==> src/dfc_pkg.sv <==
// Package with the types, constants and fold functions of the checksum unit.
`default_nettype none

package dfc_pkg;

  // Default fold intervals of the two accumulator pairs.
  localparam int unsigned BYTE_BLOCK_DEF = 21;
  localparam int unsigned HALF_BLOCK_DEF = 360;

  // Start values of the sums.
  localparam logic [31:0] BYTE_SUM_INIT = 32'h0000_00FF;
  localparam logic [31:0] HALF_SUM_INIT = 32'h0000_FFFF;

  typedef enum logic [1:0] {
    CMD_INIT = 2'd0,
    CMD_BYTE = 2'd1,
    CMD_HALF = 2'd2,
    CMD_WORD = 2'd3
  } dfc_cmd_e;

  // The four running sums, as seen by the result logic.
  typedef struct packed {
    logic [31:0] byte_a;
    logic [31:0] byte_b;
    logic [31:0] half_a;
    logic [31:0] half_b;
  } dfc_sums_t;

  localparam dfc_sums_t RESET_SUMS = '{
    byte_a: BYTE_SUM_INIT,
    byte_b: BYTE_SUM_INIT,
    half_a: HALF_SUM_INIT,
    half_b: HALF_SUM_INIT
  };

  // Fold a sum once at bit 8: low byte plus everything above it.
  function automatic logic [31:0] fold8(input logic [31:0] x);
    return {24'd0, x[7:0]} + {8'd0, x[31:8]};
  endfunction

  // Fold a sum once at bit 16: low half plus upper half.
  function automatic logic [31:0] fold16(input logic [31:0] x);
    return {16'd0, x[15:0]} + {16'd0, x[31:16]};
  endfunction

  // Combined checksum: packed 16-bit pair plus packed 8-bit pair, mod 2^32.
  function automatic logic [31:0] combine(input dfc_sums_t s);
    logic [31:0] fa8;
    logic [31:0] fb8;
    logic [31:0] fa16;
    logic [31:0] fb16;
    logic [31:0] big;
    logic [31:0] little;
    fa8    = fold8(s.byte_a);
    fb8    = fold8(s.byte_b);
    fa16   = fold16(s.half_a);
    fb16   = fold16(s.half_b);
    big    = {fb16[15:0], 16'd0} | fa16;
    little = {fb8[23:0], 8'd0} | fa8;
    return big + little;
  endfunction

endpackage

`default_nettype wire

==> src/dfc_accum.sv <==
// Accumulator state of the checksum unit: both Fletcher pairs and their fold counters.
`default_nettype none

module dfc_accum
  import dfc_pkg::*;
#(
  parameter int unsigned BYTE_BLOCK = BYTE_BLOCK_DEF,
  parameter int unsigned HALF_BLOCK = HALF_BLOCK_DEF
) (
  input  wire logic        clk_i,
  input  wire logic        rst_ni,
  input  wire logic        upd_i,
  input  wire logic [1:0]  command_i,
  input  wire logic [31:0] value_i,
  output dfc_sums_t        sums_o
);

  localparam int unsigned ByteCntW = $clog2(BYTE_BLOCK + 1);
  localparam int unsigned HalfCntW = $clog2(HALF_BLOCK + 1);

  typedef struct packed {
    logic [31:0]         a;
    logic [31:0]         b;
    logic [ByteCntW-1:0] cnt;
  } byte_st_t;

  typedef struct packed {
    logic [31:0]         a;
    logic [31:0]         b;
    logic [HalfCntW-1:0] cnt;
  } half_st_t;

  // One byte update, folding both sums when the countdown runs out.
  function automatic byte_st_t byte_step(input byte_st_t s, input logic [7:0] d);
    byte_st_t r;
    r.a = s.a + {24'd0, d};
    r.b = s.b + r.a;
    if (s.cnt <= ByteCntW'(1)) begin
      r.a   = fold8(r.a);
      r.b   = fold8(r.b);
      r.cnt = ByteCntW'(BYTE_BLOCK);
    end else begin
      r.cnt = s.cnt - ByteCntW'(1);
    end
    return r;
  endfunction

  // One halfword update, folding both sums when the countdown runs out.
  function automatic half_st_t half_step(input half_st_t s, input logic [15:0] d);
    half_st_t r;
    r.a = s.a + {16'd0, d};
    r.b = s.b + r.a;
    if (s.cnt <= HalfCntW'(1)) begin
      r.a   = fold16(r.a);
      r.b   = fold16(r.b);
      r.cnt = HalfCntW'(HALF_BLOCK);
    end else begin
      r.cnt = s.cnt - HalfCntW'(1);
    end
    return r;
  endfunction

  byte_st_t byte_q, byte_d;
  half_st_t half_q, half_d;
  half_st_t half_lo;
  dfc_cmd_e cmd;

  assign cmd = dfc_cmd_e'(command_i);

  // Next state; a word runs the low half first and the high half on its result.
  always_comb begin
    byte_d  = byte_q;
    half_d  = half_q;
    half_lo = half_step(half_q, value_i[15:0]);
    case (cmd)
      CMD_INIT: begin
        byte_d = '{a: BYTE_SUM_INIT, b: BYTE_SUM_INIT, cnt: ByteCntW'(BYTE_BLOCK)};
        half_d = '{a: HALF_SUM_INIT, b: HALF_SUM_INIT, cnt: HalfCntW'(HALF_BLOCK)};
      end
      CMD_BYTE: byte_d = byte_step(byte_q, value_i[7:0]);
      CMD_HALF: half_d = half_lo;
      CMD_WORD: half_d = half_step(half_lo, value_i[31:16]);
      default:  half_d = half_q;
    endcase
  end

  // State registers, loaded on every accepted transfer.
  always_ff @(posedge clk_i or negedge rst_ni) begin
    if (!rst_ni) begin
      byte_q <= '{a: BYTE_SUM_INIT, b: BYTE_SUM_INIT, cnt: ByteCntW'(BYTE_BLOCK)};
      half_q <= '{a: HALF_SUM_INIT, b: HALF_SUM_INIT, cnt: HalfCntW'(HALF_BLOCK)};
    end else if (upd_i) begin
      byte_q <= byte_d;
      half_q <= half_d;
    end
  end

  assign sums_o = '{byte_a: byte_q.a, byte_b: byte_q.b, half_a: half_q.a, half_b: half_q.b};

endmodule

`default_nettype wire

==> src/dual_fletcher_checksum_unit.sv <==
// Top level of the dual Fletcher checksum unit: handshakes, state and result register.
`default_nettype none

// The unit accepts one command per clock cycle while the input is not stalled
// and returns one checksum for each, offered once the result register is free.
// At the transfer edge the accumulator registers take the updated sums (a word
// command runs two halfword updates chained in series); once the pending flag
// is set and the result register is free, the folded and combined checksum of
// that state goes to the result register. A finished result may wait in it
// while the next command is taken into the accumulators, so the input stalls
// only when a command is pending and the result register is full and unread.

module dual_fletcher_checksum_unit
  import dfc_pkg::*;
#(
  parameter int unsigned BYTE_BLOCK = BYTE_BLOCK_DEF,
  parameter int unsigned HALF_BLOCK = HALF_BLOCK_DEF
) (
  input  wire logic        clk_i,
  input  wire logic        rst_ni,
  input  wire logic        in_valid_i,
  output logic             in_ready_o,
  input  wire logic [1:0]  command_i,
  input  wire logic [31:0] value_i,
  output logic             out_valid_o,
  input  wire logic        out_ready_i,
  output logic [31:0]      checksum_o
);

  dfc_sums_t   sums;
  logic        in_xfer;
  logic        load_out;
  logic        pend_q, pend_d;
  logic        out_valid_q, out_valid_d;
  logic [31:0] checksum_q;

  // A new transfer is taken unless a result is pending and the output is stalled.
  assign in_ready_o = !pend_q || !out_valid_q || out_ready_i;
  assign in_xfer    = in_valid_i && in_ready_o;
  assign load_out   = pend_q && (!out_valid_q || out_ready_i);

  always_comb begin
    pend_d      = in_xfer || (pend_q && !load_out);
    out_valid_d = load_out || (out_valid_q && !out_ready_i);
  end

  dfc_accum #(
    .BYTE_BLOCK(BYTE_BLOCK),
    .HALF_BLOCK(HALF_BLOCK)
  ) u_accum (
    .clk_i    (clk_i),
    .rst_ni   (rst_ni),
    .upd_i    (in_xfer),
    .command_i(command_i),
    .value_i  (value_i),
    .sums_o   (sums)
  );

  // Control flags.
  always_ff @(posedge clk_i or negedge rst_ni) begin
    if (!rst_ni) begin
      pend_q      <= 1'b0;
      out_valid_q <= 1'b0;
    end else begin
      pend_q      <= pend_d;
      out_valid_q <= out_valid_d;
    end
  end

  // Result register, written from the state left by the pending command.
  always_ff @(posedge clk_i) begin
    if (load_out) begin
      checksum_q <= combine(sums);
    end
  end

  assign out_valid_o = out_valid_q;
  assign checksum_o  = checksum_q;

endmodule

`default_nettype wire

==> config.mk <==
export PLATFORM = sky130hd
export DESIGN_NAME = dual_fletcher_checksum_unit
export DESIGN_NICKNAME = d
export VERILOG_FILES = /design/src/dfc_pkg.sv /design/src/dfc_accum.sv /design/src/dual_fletcher_checksum_unit.sv
export SDC_FILE = /design/constraint.sdc
export NUM_CORES = 1
export LEC_CHECK = 0
export BUFFER_PORTS_ARGS = -buffer_cell sky130_fd_sc_hd__buf_4
export CORE_MARGIN = 4
export CORE_UTILIZATION = 50
export CTS_CLUSTER_DIAMETER = 50
export DETAILED_ROUTE_END_ITERATION = 10
export GPL_ROUTABILITY_DRIVEN = 1
export PLACE_DENSITY = 0.66
export SETUP_SLACK_MARGIN = 0.2
export SYNTH_ARGS = -nofsm -noshare
export SYNTH_HDL_FRONTEND = slang
export SYNTH_HIERARCHICAL = 1
export SYNTH_SLANG_ARGS = --single-unit
==> constraint.sdc <==
create_clock -name clk_i -period 11 [get_ports clk_i]
set_input_delay 0 -clock clk_i [delete_from_list [all_inputs] [get_ports clk_i]]
set_output_delay 0 -clock clk_i [all_outputs]
set_load 0.02 [all_outputs]
# --- Word level (Yosys, flattened, before mapping) ---
# Index checks and enable logic that the tools add are counted.
op_classes:
  bitwise: 2
  addsub: 20
  reduce_logical: 18
  order_cmp: 3
  n_eq_ne: 3
  n_mux: 8
ops:
  columns: ["cell", "n"]
  rows:
  - ["$pmux 73 s3", 1]
  - ["$mux 64", 3]
  - ["$pmux 69 s2", 1]
  - ["$add 32x32->32", 4]
  - ["$add 16x16->17", 5]
  - ["$add 8x24->25", 3]
  - ["$add 32x16->32", 2]
  - ["$add 32x8->32", 1]
  - ["$or 32x17->32", 1]
  - ["$or 32x25->32", 1]
  - ["$add 8x24->24", 1]
  - ["$le 9x1->1 const B", 2]
  - ["$mux 9", 2]
  - ["$sub 9x1->9 const B", 2]
  - ["$add 16x16->16", 1]
  - ["$le 5x1->1 const B", 1]
  - ["$logic_or 1x1->1", 5]
  - ["$mux 5", 1]
  - ["$sub 5x1->5 const B", 1]
  - ["$eq 2x2->1 const B", 2]
  - ["$logic_and 1x1->1", 4]
  - ["$logic_not 1->1", 4]
  - ["$reduce_and 2->1", 2]
  - ["$reduce_bool 3->1", 1]
  - ["3 further kinds", 3]
totals:
  word_cells: 63
  input_bits: 38
  regBits: 176

# --- Depth between registers and ports, before layout ---
# Gate-level depths: netlist of run 1.
logic_depth:
  ltp_word: 9
  mapped_depth: 53
  depth_no_buf: 53

# --- Hierarchy ---
# The synthesis of run 1 kept the hierarchy.
modules_own_cells:
  columns: ["mod", "instances", "area_per_inst_um2", "cells_each", "seq_area_each_um2"]
  rows:
  - ["dfc_accum", 1, 19466.2, 2507, 3622.2]
  - ["dual_fletcher_checksum_unit", 1, 5561.6, 675, 1011.0]

# --- Worst setup path after synthesis of run 1 ---
# No wires, ideal clock.
synth_timing:
  path_kind: "reg2reg"
  from: "reg u_accum.half_q, in the netlist u_accum/sums_o[32]"
  to: "reg u_accum.half_q, in the netlist u_accum/sums_o[16]"
  setup_time_ps: 126
  slack_ps: 1362
  stages_incl_launch_ff: 44
  synth_period_minus_slack_ps: 9638
  t_arrival_ps: 9512
  n_path_buf: 0
  cell_sequence: "dfstp_2 ha_1 inv_1 fa_1 nand2b_1 a211oi_2 o2111ai_2 a31oi_2 o21a_2 xnor2_1 inv_1 ha_1 a21oi_1 o21ai_0 a21oi_1 o21ai_0 a311oi_1 o21ai_0 [8 not listed] a21bo_2 nor3_1 xnor2_1 ha_1 or3_1 a211oi_1 nor3_1 or3_1 xor2_1 ha_1 nand3_1 nand2_1 a41o_1 o41ai_1 o21ai_0 a2111oi_0 nor3_1 a221o_1"
synth_via:
  elab_chain_len: 8
  word_cells_on_any_way: 10
  classes_between: "add/sub: 7; mux: 3"
synth_rtl:
  columns: ["element", "line_no", "text"]
  rows:
  - ["from (decl)", "dfc_accum.sv:64", "half_st_t half_q, half_d;"]
  - ["from (signal assigned)", "dfc_accum.sv:91", "half_q <= '{a: HALF_SUM_INIT, b: HALF_SUM_INIT, cnt: HalfCntW'(HALF_BLOCK)};"]
  - ["from (signal assigned)", "dfc_accum.sv:94", "half_q <= half_d;"]
  - ["$add 32x16->32 *", "dfc_accum.sv:51", "r.a = s.a + {16'd0, d};"]
  - ["$add 32x32->32 or $add 16x16->17 (tied branches)", "dfc_accum.sv:52, dfc_pkg.sv:43", null]
  - ["$add 16x16->17 or $mux 64 (tied branches)", "dfc_pkg.sv:43, dfc_accum.sv:53", null]
  - ["$mux 64 *", "dfc_accum.sv:53", "if (s.cnt <= HalfCntW'(1)) begin"]
  - ["$add 32x32->32", "dfc_accum.sv:52", "r.b = s.b + r.a;"]
  - ["$add 16x16->17", "dfc_pkg.sv:43", "return {16'd0, x[15:0]} + {16'd0, x[31:16]};"]
  - ["$mux 64", "dfc_accum.sv:53", null]
  - ["$pmux 73 s3 *", "dfc_accum.sv:75", "case (cmd)"]
# Every way passes the cells marked *; elsewhere a longest branch is shown, timed or not.
# A chain may end at the register's enable or synchronous reset.

# --- Final worst setup path of run 1 ---
# Same ends and word-level chain as after synthesis.

==> flow_summary.ini, run 1 <==
[job]
cap_violations = 0

[sta]
hold_violations = 0
fin_crit_sh_pct = 94.40
fin_skew_ns = 0.02100
fin_setup_tns_ns = 0
max_slew_margin_pct = 30.35
slew_violations = 0
setup_viol = 0
tightestPinTransition_ns = 1.041
rsz0062_at_grt = no
min_period_ns = 10.38
whs_ns = 0.04586
clock.fmax_ghz = 0.09630

[finish]
mostFrequentLayoutCells = 301 x buf_4, 298 x ha_1, 295 x nand2_1
syn2layout_area_growth_pct = 11.76
antenna_cells = 0
layoutNonFillerInstCount = 3963
drive_gt1_share_pct = 16.31
layout_commonest_cell = buf_4
n_fill_cell = 4642
nets = 3642
fin_util_pct = 56.79

[route]
drt_drc_violations_left = 0
vias = 25200
post_drt_via_cell_ratio = 6.359
wire_per_inst_um = 24.64
antenna_left = 0
wl_um = 97670
drt-initial-drc-count = 2459
firstDrtPassIters = 8

[critical_path]
path_buf_inv = 6
regToRegSetupSlack_ns = 0.62
crit_path_end_kind = flip-flop
critPathArrivalTime_ns = 10.79
crit_required_ns = 11.41
cp_top_family = compound AO/OA/AOI/OAI gates
critical_path_class = reg -> reg
cp.depth = 48
critical_path.max_fanout = 5
rr_worst_depth = 48
cp_slowest_cell = dfstp_2
start_kind = flip-flop
slowest_delay_ns = 0.53

[global_routing]
gr-total-overflow = 0
grt_pass1_wl_um = 145200
first_global_vias = 24040
grt_start_max_net_pins = 85
track_usage_pct = 35.30
antenna_found_initial = 1

[synth]
syn_area_sq_um = 25030
synth_fp_nets = 3538
synth_edf_count = 32
ys_seq_area_share_pct = 18.51
ys_ff_latch = 176
synthCells = 3182
yosysWarningCount = 6
synth_ff_type = dfrtp_1
avgSynthCellArea_sq_um = 7.865
yosysUniqueCellTypes = 108
async_flop_share_pct = 81.82

[worst_hold_path]
hp-class = in -> reg
holdPathStages = 4

[die]
core_sq_um = 49250
boundaryPins = 72
die_area_sq_um = 53700
start_util_pct = 50.81
fp.dieW_um = 231.7
core.rowCount = 81
die_h_um = 231.7

[placement]
numPortBuffers = 71
dp_cells = 3917
gp_congestion = 1.012
dp_hpwl_um = 78430

[clock_network]
clock_latency_ns = 0.53
cts_tree = done
numCtsBuffers = 17
cts.sinks = 176
clk_pin_slew_ns = 0.08
root_buffer = clkbuf_16
htreeDepth = 4
clock_path_buffers = 2

[status]
status = finished clean
## tightest hold or removal path: stages
cell and delay, ns:
buf_4 0.11, ha_1 0.19, mux2i_1 0.09, a21oi_1 0.14
## logic make-up (layout without fill, tap and decap cells)
group,Yosys count,in the layout,synth area share (%)
flip-flops,176,176,18.51
XOR/XNOR,359,359,12.59
buffers and inverters,352,469,7.244
AO/OA/AOI/OAI,991,991,25.86
AND/OR/NAND/NOR,971,971,18.75
adder cells (fa/ha/maj),318,318,16.41
multiplexers,15,15,0.6399
## layer usage
layer / GRT usage (%) / wire (um)
met3: 6.207 / 7373
met4: 14.18 / 4410
met5: 0 / 18
met2: 57.06 / 44310
met1: 46.93 / 41550
## area by class of cell
type,count,area [sq um],share of cell area (%)
clock buffer,17,425.4,1.521
clock inverter,15,152.6,0.5457
timing repair buffer,306,2311,8.262
sequential,176,4633,16.56
multi-input combinational,2654,19130,68.38
tap,664,830.8,2.970
inverter,131,491.7,1.758
## Yosys cell counts, types with 9 or more instances
cell	number	area, sq um
a211oi_1	33	247.7
a21o_1	87	653.1
a21oi_1	277	1386
a221oi_1	19	166.4
a22o_1	12	105.1
a22oi_1	31	232.7
a31o_2	9	78.83
a31oi_1	26	162.7
and2_1	33	206.5
and3_1	36	225.2
and4_1	9	78.83
buf_4	130	975.9
clkbuf_1	83	311.6
dfrtp_1	89	2227
dfstp_2	55	1445
edfxtp_1	32	960.9
fa_1	17	340.3
ha_1	301	3766
inv_1	130	488.0
mux2i_1	12	120.1
nand2_1	296	1111
nand2b_1	40	250.2
nand3_1	70	350.3
nand4_1	35	219.0
nor2_1	261	979.7
nor2b_1	32	200.2
nor3_1	66	330.3
nor3b_1	10	75.07
nor4_1	16	100.1
o2111ai_1	9	78.83
o211ai_1	32	240.2
o21a_1	32	240.2
o21ai_0	218	1091
o21ai_1	20	100.1
o21bai_1	41	307.8
o221ai_1	13	113.9
o22ai_1	10	62.56
o31ai_1	17	127.6
o41ai_1	9	78.83
or2_2	10	62.56
or3_1	17	106.4
xnor2_1	220	1927
xor2_1	138	1209
## stage by stage
| step | cell area (sq um) | setup slack [ns] |
|---|---|---|
| finish | 27970 | 0.6160 |
| global placement | 26780 | -0.09426 |
| detailed placement | 26780 | -0.2382 |
| global route | 27970 | 0.08212 |
| CTS | 27480 | 0.2112 |
| floorplan | 25030 | 1.362 |
## final timing paths
kind	start	to
max in group asynchronous	rst_ni	u_accum/half_q[7]$_DFFE_PN0P_
worst min register to register	pend_q$_DFF_PN0_	out_valid_o$_DFF_PN0_
worst max register to register	u_accum/sums_o[32]$_DFFE_PN1P_	u_accum/sums_o[16]$_DFFE_PN0P_
min in group asynchronous	rst_ni	u_accum/sums_o[58]$_DFFE_PN0P_
worst max-delay path	u_accum/sums_o[32]$_DFFE_PN1P_	u_accum/sums_o[16]$_DFFE_PN0P_
worst min-delay path	value_i[0]	u_accum/sums_o[96]$_DFFE_PN1P_
## registers in the layout, indices dropped and copies added, names as in the netlist
name            count
u_accum/sums_o    128
checksum_o         32
u_accum/half_q      9
u_accum/byte_q      5
out_valid_o         1
pend_q              1
## timing repair
item / CTS / global route
setup endpoints to repair: 5 / 12
resized for setup: 14 / 98
buffers inserted: 2 / 8
hold endpoints to repair: 61 / 0
pin swaps: 1 / 34
hold buffers: 4 / 0
Power of run 1 is not shown: default switching activity piles up to over one toggle a cycle in this logic, so the estimate is an artifact.
==> run 2, diff against run 1 <==
--- a/config.mk
+++ b/config.mk
@@ -12,6 +12,7 @@
 export DETAILED_ROUTE_END_ITERATION = 10
 export GPL_ROUTABILITY_DRIVEN = 1
 export PLACE_DENSITY = 0.66
+export REMOVE_ABC_BUFFERS = 1
 export SETUP_SLACK_MARGIN = 0.2
 export SYNTH_ARGS = -nofsm -noshare
 export SYNTH_HDL_FRONTEND = slang
==> run 2 against run 1 <==
Compared with the run above:
- count of clock-buffer cells in the layout is the same
- critical path type unchanged
- hold slack lost 0.044 ns
- highest routed layer unchanged
- global-route usage shrank 1.5 points
- final cell count shrank 1.9%
- critical path depth shrank 3
- first-iteration DRC count grew 7.0%
- die area is the same
- via count shrank 1.8%
- register-to-register slack gained 0.03 ns
- flip-flop and latch count is the same
- non-clock buffer count shrank 78
==> flow_summary.ini, run 2 (synthesized netlist as in run 1, its figures left out) <==
[global_routing]
use_met3_pct = 6.943
top_usage_layer = met2
first_global_vias = 22740
gr-total-overflow = 0
use_met2_pct = 49.65
antenna_found_initial = 1
grt_util_met1_pct = 49.09
grt_pass1_wl_um = 138700
track_usage_pct = 33.81
grt_start_max_net_pins = 53

[critical_path]
cp_top_family = compound AO/OA/AOI/OAI gates
start_kind = flip-flop
critPathArrivalTime_ns = 10.75
regToRegSetupSlack_ns = 0.65
crit_required_ns = 11.40
path_buf_inv = 5
cp_common_cell = ha_1
cp.depth = 45
rr_worst_depth = 45
reg2reg_to = u_accum/sums_o[16]$_DFFE_PN0P_
cp_slowest_cell = dfstp_2
critical_path.max_fanout = 5
critical_path_class = reg -> reg
slowest_delay_ns = 0.56
r2r-start = u_accum/sums_o[32]$_DFFE_PN1P_
crit_path_end_kind = flip-flop

[sta]
max_slew_margin_pct = 12.72
tightestPinTransition_ns = 1.306
setup_viol = 0
rsz0062_at_grt = yes
fin_skew_ns = 0.02003
fin_crit_sh_pct = 94.13
clock.fmax_ghz = 0.09658
hold_violations = 0
min_period_ns = 10.35
slew_violations = 0

[die]
start_util_pct = 50.81
fp.dieW_um = 231.7
die_area_sq_um = 53700
die_h_um = 231.7
core_sq_um = 49250
core.rowCount = 81
boundaryPins = 72

[status]
status = finished clean

[finish]
nets = 3564
final-seq-area_sq_um = 4633
n_fill_cell = 4625
drive_gt1_share_pct = 14.00
multi_input_area_sq_um = 19140
largest_reg_flops = 128
mostFrequentLayoutCells = 295 x nand2_1, 292 x ha_1, 269 x a21oi_1
syn2layout_area_growth_pct = 9.468
layout_commonest_cell = nand2_1
fin_util_pct = 55.62

[route]
post_drt_via_cell_ratio = 6.371
drt-initial-drc-count = 2630
vias = 24760
firstDrtPassIters = 6
drt_drc_violations_left = 0
wl_um = 93770
antenna_left = 0
wire_per_inst_um = 24.13

[clock_network]
cts_tree = done
htreeDepth = 4
root_buffer = clkbuf_16
numCtsBuffers = 17
clock_path_buffers = 2
cts.sinks = 176
clk_pin_slew_ns = 0.08
clock_latency_ns = 0.51

[placement]
dp_hpwl_um = 74380
numPortBuffers = 71
gp_congestion = 1.011

[job]
cap_violations = 0

[worst_hold_path]
hp-class = in -> async
run 2: cell types whose count changed in the layout (fill, tap and decap cells not counted), moves of 3 or more:
cell        change
nor2_2          -5
nor2_4          +3
ha_4            +4
a21oi_2         -6
buf_4          -80
ha_1            -6
xnor2_1         +3
clkinvlp_4      -4
xnor2_2         -4
o21ai_1         +4
inv_6           +4
a21oi_1         +6
run 2: layout make-up:
cell class | instances | share of cell area (%)
sequential | 176 | 16.91
inverter | 131 | 1.795
clock buffer | 17 | 1.553
antenna | 1 | 0.009134
multi-input combinational | 2654 | 69.86
tap | 664 | 3.032
timing repair buffer | 228 | 6.321
clock inverter | 15 | 0.5206
run 2: worst max-delay path by stage:
stage | start | endpoint | slack [ns]
global placement | u_accum/sums_o[32]$_DFFE_PN1P_ | u_accum/sums_o[16]$_DFFE_PN0P_ | -0.28
finish | u_accum/sums_o[32]$_DFFE_PN1P_ | u_accum/sums_o[16]$_DFFE_PN0P_ | 0.65
floorplan | u_accum/sums_o[32]$_DFFE_PN1P_ | u_accum/sums_o[16]$_DFFE_PN0P_ | 1.26
detailed placement | u_accum/sums_o[32]$_DFFE_PN1P_ | u_accum/sums_o[16]$_DFFE_PN0P_ | -0.31
global route | u_accum/sums_o[33]$_DFFE_PN1P_ | u_accum/sums_o[16]$_DFFE_PN0P_ | 0.09
CTS | u_accum/sums_o[32]$_DFFE_PN1P_ | u_accum/sums_o[16]$_DFFE_PN0P_ | 0.22
run 2: repair_timing:
item | in CTS | in global routing
gates resized for setup | 11 | 101
buffers inserted | 2 | 10
hold buffers | 5 | 0
setup endpoints to repair | 4 | 9
hold endpoints to repair | 49 | 0
pin swaps | 4 | 34
run 2: stage by stage:
stage | hold WS, ns | instance area, sq um | instances | setup slack, ns | setup TNS, ns
2_1_floorplan | -0.2956 | 23710 | 2961 | 1.261 | 0
3_3_place_gp | -0.02974 | 26170 | 3836 | -0.2785 | -0.2785
3_5_place_dp | -0.01777 | 26170 | 3836 | -0.3134 | -0.3134
4_1_cts | 0.008203 | 26850 | 3875 | 0.2155 | 0
5_1_grt | 0.03139 | 27400 | 3885 | 0.08675 | 0
6_report | 0.002030 | 27400 | 3886 | 0.6459 | 0
run 2: worst register-to-register path: cells and delay by family (launching register included):
kind | cells | cell delay [ns]
adder cells (fa/ha/maj) | 7 | 2.14
AND/OR/NAND/NOR | 12 | 2.55
flip-flops | 1 | 0.56
AO/OA/AOI/OAI | 18 | 3.40
buffers and inverters | 5 | 0.67
XOR/XNOR | 3 | 0.93
run 2: routing by layer:
layer / vias to the layer above / part of all wire, %
li1: 11510 / -
met1: 11920 / 45
met2: 1162 / 42
met3: 161 / 9.4
met4: 2 / 3.5
met5: - / 0.0096
Power of run 2 is left out for the same reason.
